**src/hdl/asfp_pkg.sv**
```systemverilog
`timescale 1ns / 1ps
// Shared types and constants for the ASCII sensor frame parser.
// Depends on nothing; every other file of the block refers to it by scoped names.

package asfp_pkg;

    localparam logic [7:0] HDR_X      = 8'h58;
    localparam logic [7:0] HDR_Y      = 8'h59;
    localparam logic [7:0] HDR_C      = 8'h43;
    localparam logic [7:0] HDR_P      = 8'h50;
    localparam logic [7:0] HDR_S      = 8'h53;
    localparam logic [7:0] DIGIT_ZERO = 8'h30;

    localparam int FRAME_DEPTH = 5;
    localparam int FULL_TURN   = 3600;

    localparam logic [2:0] LEN_XY = 3'd4;
    localparam logic [2:0] LEN_C  = 3'd5;
    localparam logic [2:0] LEN_PS = 3'd1;

    localparam int CFG_INDEX_W = 3;
    localparam int CFG_DATA_W  = 12;

    typedef enum logic [CFG_INDEX_W-1:0] {
        REG_HEADING_OFFSET = 3'd0,
        REG_WINDOW_X_LOW   = 3'd1,
        REG_WINDOW_X_HIGH  = 3'd2,
        REG_WINDOW_Y_LOW   = 3'd3,
        REG_WINDOW_Y_HIGH  = 3'd4
    } reg_index_t;

    localparam logic [9:0] RST_WINDOW_X_LOW  = 10'd265;
    localparam logic [9:0] RST_WINDOW_X_HIGH = 10'd290;
    localparam logic [9:0] RST_WINDOW_Y_LOW  = 10'd250;
    localparam logic [9:0] RST_WINDOW_Y_HIGH = 10'd280;

    typedef enum logic [2:0] {
        KIND_NONE    = 3'd0,
        KIND_X       = 3'd1,
        KIND_Y       = 3'd2,
        KIND_COMPASS = 3'd3,
        KIND_PLAY    = 3'd4
    } kind_t;

    typedef struct packed {
        logic [11:0] heading_offset;
        logic [9:0]  window_x_low;
        logic [9:0]  window_x_high;
        logic [9:0]  window_y_low;
        logic [9:0]  window_y_high;
    } cfg_t;

    typedef struct packed {
        logic               frame_done;
        kind_t              frame_kind;
        logic signed [15:0] x_coord;
        logic signed [15:0] y_coord;
        logic signed [19:0] heading_tenths;
        logic [7:0]         game_state;
        logic               ball_in_window;
    } result_t;

endpackage

```
**src/hdl/asfp_cfg_regs.sv**
```systemverilog
`timescale 1ns / 1ps
// Configuration register file: heading offset and the ball window limits.
// Depends on asfp_pkg for the register indexes, reset values and cfg_t.

module asfp_cfg_regs (
    input  logic                               aclk,
    input  logic                               aresetn,
    input  logic                               cfg_valid,
    output logic                               cfg_ready,
    input  logic [asfp_pkg::CFG_INDEX_W-1:0]   cfg_index,
    input  logic [asfp_pkg::CFG_DATA_W-1:0]    cfg_data,
    output asfp_pkg::cfg_t                     cfg
);

    asfp_pkg::cfg_t cfg_reg;
    asfp_pkg::cfg_t cfg_next;

    assign cfg_ready = 1'b1;
    assign cfg       = cfg_reg;

    always_comb begin
        cfg_next = cfg_reg;
        if (cfg_valid) begin
            unique case (cfg_index)
                asfp_pkg::REG_HEADING_OFFSET: cfg_next.heading_offset = cfg_data;
                asfp_pkg::REG_WINDOW_X_LOW:   cfg_next.window_x_low   = cfg_data[9:0];
                asfp_pkg::REG_WINDOW_X_HIGH:  cfg_next.window_x_high  = cfg_data[9:0];
                asfp_pkg::REG_WINDOW_Y_LOW:   cfg_next.window_y_low   = cfg_data[9:0];
                asfp_pkg::REG_WINDOW_Y_HIGH:  cfg_next.window_y_high  = cfg_data[9:0];
                default: ;
            endcase
        end
    end

    always_ff @(posedge aclk) begin
        if (!aresetn) begin
            cfg_reg.heading_offset <= 12'd0;
            cfg_reg.window_x_low   <= asfp_pkg::RST_WINDOW_X_LOW;
            cfg_reg.window_x_high  <= asfp_pkg::RST_WINDOW_X_HIGH;
            cfg_reg.window_y_low   <= asfp_pkg::RST_WINDOW_Y_LOW;
            cfg_reg.window_y_high  <= asfp_pkg::RST_WINDOW_Y_HIGH;
        end else begin
            cfg_reg <= cfg_next;
        end
    end

endmodule

```
**src/hdl/asfp_parser.sv**
```systemverilog
`timescale 1ns / 1ps
// Framing state and single-pass decode of one byte or capture request.
// Depends on asfp_pkg for header codes, frame lengths, cfg_t and result_t.

module asfp_parser (
    input  logic                 aclk,
    input  logic                 aresetn,
    input  logic                 accept,
    input  logic                 command,
    input  logic [7:0]           rx_byte,
    input  asfp_pkg::cfg_t       cfg,
    output asfp_pkg::result_t    result
);

    logic [7:0]         frame_bytes_reg [asfp_pkg::FRAME_DEPTH];
    logic [2:0]         byte_count_reg;
    logic [2:0]         byte_count_next;
    logic [2:0]         frame_length_reg;
    logic [2:0]         frame_length_next;
    logic signed [15:0] x_value_reg;
    logic signed [15:0] x_value_next;
    logic signed [15:0] y_value_reg;
    logic signed [15:0] y_value_next;
    logic signed [19:0] heading_value_reg;
    logic signed [19:0] heading_value_next;
    logic signed [18:0] raw_heading_reg;
    logic signed [18:0] raw_heading_next;
    logic signed [18:0] captured_offset_reg;
    logic signed [18:0] captured_offset_next;
    logic [7:0]         play_state_reg;
    logic [7:0]         play_state_next;

    logic [2:0]         wr_index;
    logic [7:0]         view [asfp_pkg::FRAME_DEPTH];
    logic [7:0]         hdr;
    logic               is_xy;
    logic               is_c;
    logic               is_ps;
    logic [2:0]         count_step;
    logic [2:0]         length_step;
    logic signed [8:0]  d1;
    logic signed [8:0]  d2;
    logic signed [8:0]  d3;
    logic signed [8:0]  d4;
    logic signed [15:0] three_digits;
    logic signed [21:0] compass_raw;
    logic signed [21:0] corrected;
    logic signed [21:0] wrapped;
    logic               done;
    asfp_pkg::kind_t    kind;

    function automatic logic signed [8:0] digit(input logic [7:0] b);
        digit = $signed({1'b0, b}) - $signed({1'b0, asfp_pkg::DIGIT_ZERO});
    endfunction

    assign wr_index = (byte_count_reg >= 3'(asfp_pkg::FRAME_DEPTH))
                    ? 3'(byte_count_reg - 3'(asfp_pkg::FRAME_DEPTH)) : byte_count_reg;

    always_comb begin
        for (int i = 0; i < asfp_pkg::FRAME_DEPTH; i++) begin
            view[i] = (wr_index == 3'(i)) ? rx_byte : frame_bytes_reg[i];
        end
    end

    assign hdr   = view[0];
    assign is_xy = (hdr == asfp_pkg::HDR_X) || (hdr == asfp_pkg::HDR_Y);
    assign is_c  = (hdr == asfp_pkg::HDR_C);
    assign is_ps = (hdr == asfp_pkg::HDR_P) || (hdr == asfp_pkg::HDR_S);

    assign d1 = digit(view[1]);
    assign d2 = digit(view[2]);
    assign d3 = digit(view[3]);
    assign d4 = digit(view[4]);

    assign three_digits = 16'sd100 * 16'(d1) + 16'sd10 * 16'(d2) + 16'(d3);
    assign compass_raw  = 22'sd1000 * 22'(d1) + 22'sd100 * 22'(d2)
                        + 22'sd10 * 22'(d3) + 22'(d4);
    assign corrected    = compass_raw - $signed({10'd0, cfg.heading_offset})
                        - 22'(captured_offset_reg);

    always_comb begin
        if (corrected < 22'sd0) begin
            wrapped = corrected + 22'(asfp_pkg::FULL_TURN);
        end else if (corrected > 22'(asfp_pkg::FULL_TURN)) begin
            wrapped = corrected - 22'(asfp_pkg::FULL_TURN);
        end else begin
            wrapped = corrected;
        end
    end

    always_comb begin
        byte_count_next      = byte_count_reg;
        frame_length_next    = frame_length_reg;
        x_value_next         = x_value_reg;
        y_value_next         = y_value_reg;
        heading_value_next   = heading_value_reg;
        raw_heading_next     = raw_heading_reg;
        captured_offset_next = captured_offset_reg;
        play_state_next      = play_state_reg;
        done                 = 1'b0;
        kind                 = asfp_pkg::KIND_NONE;
        count_step           = byte_count_reg;
        length_step          = frame_length_reg;

        if (is_xy) begin
            length_step = asfp_pkg::LEN_XY;
            count_step  = byte_count_reg + 3'd1;
        end else if (is_c) begin
            length_step = asfp_pkg::LEN_C;
            count_step  = byte_count_reg + 3'd1;
        end else if (is_ps) begin
            length_step = asfp_pkg::LEN_PS;
            count_step  = byte_count_reg + 3'd1;
        end

        if (accept) begin
            if (command) begin
                captured_offset_next = raw_heading_reg;
            end else begin
                frame_length_next = length_step;
                byte_count_next   = count_step;
                if (count_step == length_step) begin
                    byte_count_next = 3'd0;
                    priority if (hdr == asfp_pkg::HDR_X) begin
                        x_value_next = three_digits;
                        kind         = asfp_pkg::KIND_X;
                    end else if (hdr == asfp_pkg::HDR_Y) begin
                        y_value_next = three_digits;
                        kind         = asfp_pkg::KIND_Y;
                    end else if (is_c) begin
                        raw_heading_next   = compass_raw[18:0];
                        heading_value_next = wrapped[19:0];
                        kind               = asfp_pkg::KIND_COMPASS;
                    end else if (is_ps) begin
                        play_state_next = hdr;
                        kind            = asfp_pkg::KIND_PLAY;
                    end else begin
                        kind = asfp_pkg::KIND_NONE;
                    end
                    done = (kind != asfp_pkg::KIND_NONE);
                end
            end
        end
    end

    always_comb begin
        result.frame_done     = done;
        result.frame_kind     = kind;
        result.x_coord        = x_value_next;
        result.y_coord        = y_value_next;
        result.heading_tenths = heading_value_next;
        result.game_state     = play_state_next;
        result.ball_in_window =
            (17'(x_value_next) < $signed({7'd0, cfg.window_x_high})) &&
            (17'(x_value_next) > $signed({7'd0, cfg.window_x_low}))  &&
            (17'(y_value_next) < $signed({7'd0, cfg.window_y_high})) &&
            (17'(y_value_next) > $signed({7'd0, cfg.window_y_low}));
    end

    always_ff @(posedge aclk) begin
        if (accept && !command) begin
            frame_bytes_reg[wr_index] <= rx_byte;
        end
    end

    always_ff @(posedge aclk) begin
        if (!aresetn) begin
            byte_count_reg      <= 3'd0;
            frame_length_reg    <= 3'd0;
            x_value_reg         <= 16'sd0;
            y_value_reg         <= 16'sd0;
            heading_value_reg   <= 20'sd0;
            raw_heading_reg     <= 19'sd0;
            captured_offset_reg <= 19'sd0;
            play_state_reg      <= 8'd0;
        end else begin
            byte_count_reg      <= byte_count_next;
            frame_length_reg    <= frame_length_next;
            x_value_reg         <= x_value_next;
            y_value_reg         <= y_value_next;
            heading_value_reg   <= heading_value_next;
            raw_heading_reg     <= raw_heading_next;
            captured_offset_reg <= captured_offset_next;
            play_state_reg      <= play_state_next;
        end
    end

endmodule

```
**src/hdl/asfp_out_reg.sv**
```systemverilog
`timescale 1ns / 1ps
// Result register with valid/ready handshake toward the result channel.
// Depends on asfp_pkg for result_t.

module asfp_out_reg (
    input  logic                 aclk,
    input  logic                 aresetn,
    input  logic                 in_valid,
    output logic                 in_ready,
    input  asfp_pkg::result_t    in_result,
    output logic                 out_valid,
    input  logic                 out_ready,
    output asfp_pkg::result_t    out_result
);

    logic              valid_reg;
    logic              valid_next;
    asfp_pkg::result_t result_reg;

    assign in_ready   = !valid_reg || out_ready;
    assign out_valid  = valid_reg;
    assign out_result = result_reg;

    always_comb begin
        valid_next = valid_reg;
        if (in_valid && in_ready) begin
            valid_next = 1'b1;
        end else if (out_ready) begin
            valid_next = 1'b0;
        end
    end

    always_ff @(posedge aclk) begin
        if (!aresetn) begin
            valid_reg <= 1'b0;
        end else begin
            valid_reg <= valid_next;
        end
    end

    always_ff @(posedge aclk) begin
        if (in_valid && in_ready) begin
            result_reg <= in_result;
        end
    end

endmodule

```
**src/hdl/ascii_sensor_frame_parser_top.sv**
```systemverilog
`timescale 1ns / 1ps
// Top level of the ASCII sensor frame parser: config registers, parser, result register.
// Depends on asfp_pkg, asfp_cfg_regs, asfp_parser and asfp_out_reg.

// The parser takes one request per clock cycle while the result channel is ready and
// returns exactly one result per request, in the cycle after it is accepted; a request
// is taken in the same cycle in which the previous result leaves, so the sustained rate
// is one item per cycle unless m_tready stalls. The result register is the single
// register stage after the input handshake; all framing, digit decode, heading
// correction and window compare are done combinationally in front of it. Configuration
// writes are taken in every cycle and should be made only while no request is in flight.

module ascii_sensor_frame_parser_top (
    input  logic                               aclk,
    input  logic                               aresetn,
    input  logic                               s_tvalid,
    output logic                               s_tready,
    // Fields from bit 0: rx_byte[7:0].
    input  logic [7:0]                         s_tdata,
    // Fields from bit 0: command[0].
    input  logic                               s_tuser,
    output logic                               m_tvalid,
    input  logic                               m_tready,
    // Fields from bit 0: x_coord[15:0], y_coord[31:16], heading_tenths[51:32],
    // game_state[59:52], ball_in_window[60], zero fill [63:61].
    output logic [63:0]                        m_tdata,
    output logic                               m_tlast,
    // Fields from bit 0: frame_kind[2:0].
    output logic [2:0]                         m_tuser,
    input  logic                               cfg_valid,
    output logic                               cfg_ready,
    input  logic [asfp_pkg::CFG_INDEX_W-1:0]   cfg_index,
    input  logic [asfp_pkg::CFG_DATA_W-1:0]    cfg_data
);

    asfp_pkg::cfg_t    cfg;
    asfp_pkg::result_t parsed;
    asfp_pkg::result_t delivered;
    logic              accept;

    assign accept = s_tvalid && s_tready;

    asfp_cfg_regs u_cfg_regs (
        .aclk      (aclk),
        .aresetn   (aresetn),
        .cfg_valid (cfg_valid),
        .cfg_ready (cfg_ready),
        .cfg_index (cfg_index),
        .cfg_data  (cfg_data),
        .cfg       (cfg)
    );

    asfp_parser u_parser (
        .aclk    (aclk),
        .aresetn (aresetn),
        .accept  (accept),
        .command (s_tuser),
        .rx_byte (s_tdata),
        .cfg     (cfg),
        .result  (parsed)
    );

    asfp_out_reg u_out_reg (
        .aclk       (aclk),
        .aresetn    (aresetn),
        .in_valid   (s_tvalid),
        .in_ready   (s_tready),
        .in_result  (parsed),
        .out_valid  (m_tvalid),
        .out_ready  (m_tready),
        .out_result (delivered)
    );

    assign m_tdata = {3'd0,
                      delivered.ball_in_window,
                      delivered.game_state,
                      delivered.heading_tenths,
                      delivered.y_coord,
                      delivered.x_coord};
    assign m_tlast = delivered.frame_done;
    assign m_tuser = delivered.frame_kind;

endmodule

```
**config.mk**
```make
export PLATFORM = sky130hd
export DESIGN_NAME = ascii_sensor_frame_parser_top
export DESIGN_NICKNAME = d
export VERILOG_FILES = /design/src/hdl/asfp_pkg.sv /design/src/hdl/asfp_cfg_regs.sv /design/src/hdl/asfp_parser.sv /design/src/hdl/asfp_out_reg.sv /design/src/hdl/ascii_sensor_frame_parser_top.sv
export SDC_FILE = /design/constraint.sdc
export NUM_CORES = 1
export LEC_CHECK = 0
export ABC_AREA = 1
export BUFFER_PORTS_ARGS = -buffer_cell sky130_fd_sc_hd__clkbuf_2
export CORE_UTILIZATION = 30
export CTS_BUF_LIST = sky130_fd_sc_hd__clkbuf_8
export DETAILED_ROUTE_END_ITERATION = 8
export PLACE_DENSITY = 0.5
export SLEW_MARGIN = 20
export SYNTH_ARGS = -nofsm -noshare
export SYNTH_HDL_FRONTEND = slang
export SYNTH_SLANG_ARGS = --single-unit
```
**constraint.sdc**
```tcl
create_clock -name aclk -period 11.74 [get_ports aclk]
set_input_delay 0.587 -clock aclk [delete_from_list [all_inputs] [get_ports aclk]]
set_output_delay 0.587 -clock aclk [all_outputs]
set_load 0.01 [all_outputs]
```
After elaboration in Yosys (flattened, before gate mapping)
Memories as Yosys holds them, arrays and structs flattened.
Cells that the tools add are included.

storage, ports and cells
  register bits after elaboration = 222
  bits in writable memories = 40
  memories = 1

memory list
  name                      depth  width  rd ports  clocked after Yosys merged registers in  wr ports  line               RTL
  u_parser.frame_bytes_reg  5      8      5         0                                        1         asfp_parser.sv:15  logic [7:0] frame_bytes_reg [asfp_pkg::FRAME_DEPTH];

operators by class
  add/sub/neg operators = 15
  multipliers = 5
  $lt $le $gt $ge = 7
  eq/ne operators = 14
  mux-type cells = 48
  bitwise logic cells = 4
  reduce and logical (&&, ||, !) cells = 23

operator list
  kind                                                          count
  2-to-1 mux 20 bit                                             8
  2-to-1 mux 16 bit                                             9
  2-to-1 mux 8 bit                                              12
  2-to-1 mux 3 bit                                              15
  adder 22 bit                                                  2
  == test 8 x 7 -> 1 bit (second input constant)                5
  subtractor 8 x 6 -> 9 bit (second input constant)             4
  > comparator 16 x 11 -> 1 bit                                 2
  less-than comparator 16 x 11 -> 1 bit                         2
  multiplier 4 x 9 -> 13 bit (first input constant)             2
  adder 22 x 9 -> 22 bit                                        1
  > comparator 22 x 13 -> 1 bit (second input constant)         1
  less-than comparator 22 x 1 -> 1 bit (second input constant)  1
  subtractor 22 x 13 -> 22 bit                                  1
  subtractor 22 x 19 -> 22 bit                                  1
  adder 20 x 13 -> 20 bit (second input constant)               1
  subtractor 20 x 13 -> 20 bit (second input constant)          1
  multiplier 8 x 9 -> 17 bit (first input constant)             1
  adder 16 bit                                                  1
  adder 16 x 9 -> 16 bit                                        1
  multiplier 6 x 9 -> 15 bit (first input constant)             1
  multiplier 6 x 9 -> 14 bit (first input constant)             1
  AND reduction 2 bit                                           7
  == test 3 x 2 -> 1 bit (second input constant)                4
  16 further kinds                                              32

Logic depth before layout (Yosys ltp)
Gate-level depths: netlist of run 1.

  depth in word-level cells = 20
  mapped depth = 62
  depth with buffers taken out = 60

Modules after synthesis
A second synthesis of run 1 with hierarchy kept.

unflattened totals
  cell total of the unflattened synthesis = 2,493
  area total of the unflattened synthesis = 20,278.2 sq um

by module, submodules not included
  module                         times used  cells an instance  area an instance (sq um)  seq. area each (sq um)
  asfp_parser                    1           2,119              16,169.3                  3,283.1
  asfp_cfg_regs                  1           296                2,072.0                   1,041.0
  asfp_out_reg                   1           72                 2,003.2                   1,971.9
  ascii_sensor_frame_parser_top  1           6                  33.8                      0.0

Worst setup path before layout of run 1
OpenSTA, ideal clock, no wires.

  kind = reg2reg
  start point = register u_parser.byte_count_reg[0]
  end point = register u_out_reg.result_reg (netlist bit u_out_reg.out_result[20]) (data pin)
  library setup time = 0.251 ns
  arrival = 10.000 ns
  path slack = 1.489 ns
  stages on the path, launching flop included = 55
  clock period less this slack = 10.251 ns
  path through = dfxtp_1 inv_1 ha_1 inv_1 a21oi_4 buf_4 nand3_1 clkbuf_1 o21ai_0 inv_1 ha_1 fa_1 fa_1 inv_1 fa_1 inv_1 ha_1 a21oi_1 [... 19 more ...] o21ai_0 or2_1 inv_1 o21ai_1 a21oi_1 o21bai_1 a21o_1 nand2_1 inv_1 a21oi_1 buf_2 nand2_1 nand2_1 nand2_1 nand2_1 nand2_1 nand2_1 inv_1

RTL lines
  item                      line                RTL
  start: declaration        asfp_parser.sv:16   logic [2:0] byte_count_reg;
  start signal: assignment  asfp_parser.sv:177  byte_count_reg <= byte_count_next;
  end signal: assignment    asfp_out_reg.sv:43  result_reg <= in_result;
  end: declaration          asfp_out_reg.sv:18  asfp_pkg::result_t result_reg;

==> flow_metrics.py, run 1 <==
metrics = {
    "critical_path": {
        "r2r_cells": 52,
        "max_stage_delay_ns": 0.61,
        "crit_type": "reg -> reg",
        "slowest_stage": "fa_1",
        "ff2ff_setup_slack_ns": 0.95,
        "r2r_start": "u_parser.byte_count_reg[0]",
        "startpoint_type": "register",
        "cp_data_arrival_time_ns": 11.15,
        "cp.required_ns": 12.10,
        "critical_path_peak_fanout": 13,
        "end_kind": "register",
        "r2r-end": "u_out_reg.out_result[17]",
    },
    "detailed_routing": {
        "viasPerCell": 4.55,
        "drt_first_iter_violations": 737,
        "num_vias": 15600,
        "totalWireLength_um": 50500,
        "drt_first_pass_iters": 7,
        "drc": 0,
        "wl_per_cell_um": 14.7,
        "ant_nets": 0,
    },
    "sta": {
        "rsz0062_at_grt": "no",
        "whs_ns": 0.281,
        "hold_viol_final": 0,
        "timing.fmax_mhz": 92.7,
        "setup_violations": 0,
        "finalCritPeriodShare_pct": 91.9,
        "slew_viol_final": 0,
        "fin_skew_ns": 0.0250,
        "relSlewSlack_pct": 36.0,
        "worstMarginPinSlew_ns": 0.953,
        "finalSetupTns_ns": 0,
        "post-route-min-period_ns": 10.79,
    },
    "die": {
        "dieArea_sq_um": 67400,
        "die_x_um": 260,
        "start_util_pct": 30.3,
        "design.core.area_sq_um": 65700,
        "dieHeight_um": 260,
        "pin_count": 100,
        "rows": 94,
    },
    "synth": {
        "avgSynthCellArea_sq_um": 8.29,
        "ys_seq_area_share_pct": 31.6,
        "synth_xor_area_share_pct": 4.79,
        "synth_top_family_by_area": "adder cells",
        "synth-edff-count": 105,
        "yosysTopAreaCell": "edfxtp_1",
        "synth-adder-area-share_pct": 24.8,
        "synth-simple-area-share_pct": 16.5,
        "yosys-top-cells-area": "edfxtp_1 16%, dfxtp_1 16%, ha_1 14%",
        "syn-cell-area_sq_um": 19900,
        "synth_top_area_share_pct": 15.8,
        "synthMuxAreaShare_pct": 0.0503,
        "ys_types": 58,
        "synth-compound-area-share_pct": 12.0,
        "netlist_instances": 2403,
        "yosysMostFrequentCell": "inv_1",
        "ys.flop_type": "dfxtp_1",
        "ys_seq_elements": 262,
        "synthArstFlopShare_pct": 0,
        "ys_top_cells_by_count": "455 x inv_1, 392 x nand2_1, 229 x ha_1, 220 x a21oi_1, 157 x dfxtp_1",
        "ys.warnings.count": 0,
    },
    "final_layout": {
        "area_growth_pct": 13.5,
        "drive_above_1_share_pct": 11.1,
        "largest_reg_flops": 65,
        "finalNetCount": 2889,
    },
    "cts": {
        "clk_latency_ns": 0.62,
        "cts_tree": "yes",
        "cts_root_buffer": "clkbuf_8",
        "cts.sinks": 262,
        "path_clk_slew_ns": 0.06,
        "ctsLongestPathBuffers": 3,
        "numCtsBuffers": 47,
        "htreeDepth": 2,
        "hold_buffers": 0,
    },
    "run_status": {
        "status": "completed",
    },
    "global_route": {
        "grt.overflow.total": 0,
        "use_met2_pct": 24.9,
        "grt_antenna_before_repair": 1,
        "grt.busiest_layer": "met2",
        "grt_pass1_vias": 15200,
        "grt_max_degree": 87,
        "grtUsageTotal_pct": 14.9,
        "met1_usage_pct": 20.4,
        "grt_use_met3_pct": 1.73,
        "grt_pass1_wl_um": 80600,
    },
    "min_path": {
        "whs_path_depth": 1,
        "hp-start": "s_tdata[0]",
        "holdPathEnd": "u_parser.frame_bytes_reg[1][0]",
        "hold_path_class": "in -> reg",
    },
    "power": {
        "ir_drop_mv": 0.0761,
        "power_density_nw_per_um2": 116,
        "leakagePower_uw": 0.0110,
    },
    "placement": {
        "dp_hpwl_um": 40000,
        "gp_congestion": 0.899,
        "portBuffers": 95,
    },
    "flow_run": {
        "max-cap-violations": 0,
    },
}
## worst max-delay path: cells and delay by family, from the launching register on
family | cells | cell delay [ns]
simple gates | 14 | 1.87
buf+inv | 12 | 0.88
compound gates | 11 | 1.95
xor+xnor | 3 | 0.52
flops | 1 | 0.44
fa+ha+maj | 12 | 4.84
## metal layers
| metal | part of all wire, % | up-vias |
|---|---|---|
| met3 | 3.2 | 58 |
| met2 | 47 | 248 |
| met5 | 0 | - |
| li1 | - | 8008 |
| met1 | 49 | 7311 |
| met4 | 1.8 | 0 |
## placed cells by master (no fill, tap or decap), types with 5 or more instances in the layout
master | Yosys | final
clkbuf_8 | 0 | 58
nand2_2 | 8 | 8
o21ai_1 | 14 | 15
buf_4 | 7 | 29
fa_1 | 104 | 104
dfxtp_1 | 157 | 157
a21oi_1 | 220 | 219
nand2_1 | 392 | 392
ha_1 | 229 | 229
a211oi_1 | 13 | 13
inv_2 | 12 | 12
a31oi_1 | 6 | 6
nor2_1 | 143 | 143
nand3_1 | 69 | 68
xor2_1 | 77 | 77
o21ai_0 | 137 | 135
edfxtp_1 | 105 | 105
o21bai_1 | 14 | 14
clkinv_1 | 3 | 5
clkbuf_2 | 0 | 95
inv_1 | 455 | 461
or2_2 | 26 | 26
nand4_1 | 29 | 29
xnor2_1 | 32 | 31
nor3_1 | 18 | 18
o211ai_1 | 14 | 14
nor2_2 | 6 | 6
and2_1 | 13 | 13
clkinv_2 | 0 | 11
bufinv_16 | 0 | 6
## area by class of cell
class	count	area [sq um]
flip-flops and latches	262	6300
fillers	6849	43100
clock buffers	58	798
multi-input cells	1621	11600
diodes	1	2.50
repair buffers	125	713
clock inverters	30	314
inverters	470	1770
well taps	864	1080
## timing repair
item | CTS | global route
hold endpoints to repair | 0 | 0
resized for setup | 0 | 8
buffers inserted | 0 | 2
endpoints found under the setup margin | 0 | 32
## power by group
group          total, uW  switching [uW]  leakage [uW]  internal, uW
Combinational        658             438       0.00811           219
Sequential           972            6.30       0.00229           966
Clock               1000             414      0.000602           587
## metrics by stage
step / util [%] / power (uW) / area (sq um) / worst slack (ns) / cells
CTS: 34.3 / 2660 / 22500 / 0.101 / 3428
global placement: 32.6 / 1640 / 21400 / 0.386 / 3340
floorplan: - / 1480 / 19900 / 1.49 / 2405
global route: 34.4 / 2800 / 22600 / 0.0580 / 3431
detailed placement: 32.6 / 1640 / 21400 / 0.129 / 3340
finish: 34.4 / 2630 / 22600 / 0.949 / 3431
## logic make-up after synthesis
family                   count (synthesis)
AND/OR/NAND/NOR                        736
adder cells (fa/ha/maj)                333
XOR/XNOR                               109
other                                    2
multiplexers                             1
flip-flops                             262
buffers and inverters                  522
AO/OA/AOI/OAI                          438
## how the worst max path moves through the flow
| stage | depth (start not counted) | startpoint | endpoint | slack, ns |
|---|---|---|---|---|
| 6_report | 52 | u_parser.byte_count_reg[0] | u_out_reg.out_result[17] | 0.95 |
| 2_1_floorplan | 54 | u_parser.byte_count_reg[0] | u_out_reg.out_result[20] | 1.49 |
| 5_1_grt | 52 | u_parser.byte_count_reg[0] | u_out_reg.out_result[17] | 0.06 |
| 3_5_place_dp | 52 | u_parser.byte_count_reg[0] | u_out_reg.out_result[19] | 0.13 |
| 4_1_cts | 52 | u_parser.byte_count_reg[0] | u_out_reg.out_result[19] | 0.10 |
| 3_3_place_gp | 51 | u_parser.byte_count_reg[0] | u_out_reg.out_result[18] | 0.39 |
No activity file was read; power rests on OpenSTA's default activity.
==> run 2, diff against run 1 <==
--- a/config.mk
+++ b/config.mk
@@ -7,3 +7,2 @@
 export LEC_CHECK = 0
-export ABC_AREA = 1
 export BUFFER_PORTS_ARGS = -buffer_cell sky130_fd_sc_hd__clkbuf_2
==> constraint.sdc (replaced) <==
create_clock -name aclk -period 11.74 [get_ports aclk]
set_input_delay 1.174 -clock aclk [delete_from_list [all_inputs] [get_ports aclk]]
set_output_delay 1.174 -clock aclk [all_outputs]
set_load 0.01 [all_outputs]
==> run 2 against run 1 <==
Net effect:
- global-route usage grew 0.32 points
- first-iteration DRC count shrank 0.95%
- design area shrank 0.45%
- clock skew shrank 0.0011 ns
- non-clock buffer count grew 3
- via count shrank 2.6%
- synthesized cell count shrank 10%
- combinational power shrank 70%
- clock power shrank 17%
- critical path type unchanged
- largest cell class unchanged
==> flow_metrics.py, run 2 <==
metrics = {
    "run_status": {
        "status": "completed",
    },
    "final_layout": {
        "layout.cells.non_filler": 3169,
        "largest_reg_flops": 65,
        "diodes": 0,
        "area_growth_pct": 12.9,
        "layout.area.seq_sq_um": 6300,
        "multi_input_area_sq_um": 12400,
        "final_common_cell": "inv_1",
        "drive_above_1_share_pct": 12.5,
        "fill_cells": 6690,
        "final_cell_mix": "294 x inv_1, 250 x nand2_1, 227 x ha_1",
        "finalNetCount": 2630,
    },
    "sta": {
        "setup_violations": 0,
        "worstMarginPinSlew_ns": 1.07,
        "relSlewSlack_pct": 28.5,
        "timing.fmax_mhz": 89.4,
        "whs_ns": 0.446,
        "fin_skew_ns": 0.0239,
        "slew_viol_final": 0,
        "finalCritPeriodShare_pct": 95.2,
        "post-route-min-period_ns": 11.18,
        "hold_viol_final": 0,
        "finalSetupTns_ns": 0,
    },
    "critical_path": {
        "cp.required_ns": 12.07,
        "critPathTopFamily": "adder cells",
        "end_kind": "register",
        "critical_path_peak_fanout": 9,
        "r2r_start": "u_parser.byte_count_reg[1]",
        "crit_type": "reg -> reg",
        "r2r-end": "u_out_reg.out_result[26]",
        "path_buf_inv": 8,
        "startpoint_type": "register",
        "r2r_cells": 48,
        "ff2ff_setup_slack_ns": 0.56,
        "cp_data_arrival_time_ns": 11.51,
        "slowest_stage": "fa_1",
        "max_stage_delay_ns": 0.56,
    },
    "synth": {
        "yosysTopAreaCell": "edfxtp_1",
        "ys.flop_type": "dfxtp_1",
        "ys.warnings.count": 0,
        "synthArstFlopShare_pct": 0,
        "ys_seq_elements": 262,
        "yosysMostFrequentCell": "inv_1",
        "yosys-top-cells-area": "edfxtp_1 16%, dfxtp_1 16%, ha_1 14%",
        "ys_top_cells_by_count": "279 x inv_1, 250 x nand2_1, 229 x ha_1, 163 x a21oi_1, 157 x dfxtp_1",
        "synth-edff-count": 105,
        "synth_top_area_share_pct": 15.8,
        "netlist_instances": 2156,
        "avgSynthCellArea_sq_um": 9.24,
        "ys_types": 85,
        "ys_seq_area_share_pct": 31.6,
        "syn-cell-area_sq_um": 19900,
    },
    "cts": {
        "clk_latency_ns": 0.60,
        "hold_buffers": 0,
        "htreeDepth": 2,
        "cts_tree": "yes",
        "cts.sinks": 262,
        "path_clk_slew_ns": 0.06,
        "numCtsBuffers": 45,
        "cts_root_buffer": "clkbuf_8",
        "ctsLongestPathBuffers": 3,
    },
    "min_path": {
        "hp-start": "u_parser.raw_heading_reg[17]",
        "whs_path_depth": 2,
        "hold_path_class": "reg -> reg",
        "holdPathEnd": "u_parser.captured_offset_reg[17]",
    },
    "die": {
        "pin_count": 100,
        "start_util_pct": 30.3,
        "die_x_um": 260,
        "dieArea_sq_um": 67500,
        "dieHeight_um": 260,
        "design.core.area_sq_um": 65700,
        "rows": 94,
    },
    "placement": {
        "dp.cells": 3082,
        "gp_congestion": 0.894,
        "dp_hpwl_um": 40000,
        "portBuffers": 95,
    },
    "detailed_routing": {
        "drt_first_pass_iters": 5,
        "wl_per_cell_um": 16.3,
        "num_vias": 15200,
        "totalWireLength_um": 51700,
        "drc": 0,
        "ant_nets": 0,
        "viasPerCell": 4.80,
        "drt_first_iter_violations": 730,
    },
    "power": {
        "p_int_uw": 1450,
        "p_total_uw": 2000,
        "p_sw_uw": 548,
        "ir_drop_mv": 0.0879,
        "leakagePower_uw": 0.0101,
        "combPwrFrac_pct": 10.0,
        "power_density_nw_per_um2": 88.9,
        "p_seq_share_pct": 48.4,
        "switching_share_pct": 27.4,
        "p_clk_share_pct": 41.6,
    },
    "flow_run": {
        "max-cap-violations": 0,
    },
    "global_route": {
        "grt_pass1_wl_um": 82200,
        "grt_antenna_before_repair": 1,
        "grt_pass1_vias": 15200,
        "grt_max_degree": 85,
        "grtUsageTotal_pct": 15.3,
        "grt.overflow.total": 0,
    },
}
==> run 2: changes by cell type after synthesis, moves of 37 or more <==
cell,change
xnor2_1,+37
nand2_1,-142
a21oi_1,-57
and2_1,+38
o21ai_0,-70
inv_1,-176
==> run 2: worst max path at each step <==
stage / start / end / slack (ns) / cells after the start
floorplan: u_parser.byte_count_reg[0] / u_out_reg.out_result[26] / 0.13 / 45
global placement: u_parser.byte_count_reg[0] / u_out_reg.out_result[23] / 0.42 / 48
detailed placement: u_parser.byte_count_reg[0] / u_out_reg.out_result[23] / 0.08 / 48
CTS: u_parser.byte_count_reg[0] / u_out_reg.out_result[23] / 0.06 / 45
global route: u_parser.byte_count_reg[1] / u_out_reg.out_result[26] / -0.03 / 48
finish: u_parser.byte_count_reg[1] / u_out_reg.out_result[26] / 0.56 / 48
==> run 2: area by class of cell <==
cell class,instances,share of cell area [%]
multi-input combinational,1549,55.3
sequential,262,28.0
inverter,282,4.71
tap,864,4.80
clock inverter,33,0.834
timing repair buffer,128,3.27
clock buffer,51,3.12
==> run 2: worst reg2reg max path, delay by kind of cell (launching register included) <==
family          cells  cell delay (ns)
compound gates     11             1.85
xor+xnor            4             0.71
fa+ha+maj          12             4.95
buf+inv             8             0.68
flops               1             0.39
mux                 2             0.43
simple gates       11             1.90
==> run 2: logic make-up after synthesis <==
family / synth area share [%]
AO/OA/AOI/OAI: 13.0
XOR/XNOR: 5.16
adder cells (fa/ha/maj): 24.8
buffers and inverters: 6.78
flip-flops: 31.6
multiplexers: 3.97
other: 0.0377
AND/OR/NAND/NOR: 14.7
==> run 2: power by group through the flow <==
stage / sequential (uW) / combinational [uW] / clock (uW)
finish: 967 / 200 / 833
global route: 969 / 219 / 904
CTS: 968 / 196 / 867
detailed placement: 987 / 194 / 0
global placement: 987 / 192 / 0
floorplan: 992 / 121 / 0
==> run 2: per-layer routing <==
metal | wire (um) | share of wire [%] | up-vias | track usage, %
li1 | - | - | 7571 | -
met1 | 24300 | 47 | 7320 | 20.7
met2 | 24500 | 47 | 266 | 25.6
met3 | 1640 | 3.2 | 68 | 1.67
met4 | 1200 | 2.3 | 0 | 4.23
met5 | 0 | 0 | - | 0
==> run 2: metrics by stage <==
stage               setup WS (ns)  util [%]  cell area (sq um)
CTS                        0.0560      34.0              22300
global placement            0.424      32.6              21400
detailed placement         0.0849      32.6              21400
global route              -0.0319      34.2              22500
finish                      0.558      34.2              22500
floorplan                   0.134         -              19900
==> run 2: repair_timing <==
item / 4_1_cts / 5_1_grt
buffers inserted: 1 / 2
endpoints found under the setup margin: 1 / 32
pin swaps: 0 / 4
gates resized for setup: 0 / 31
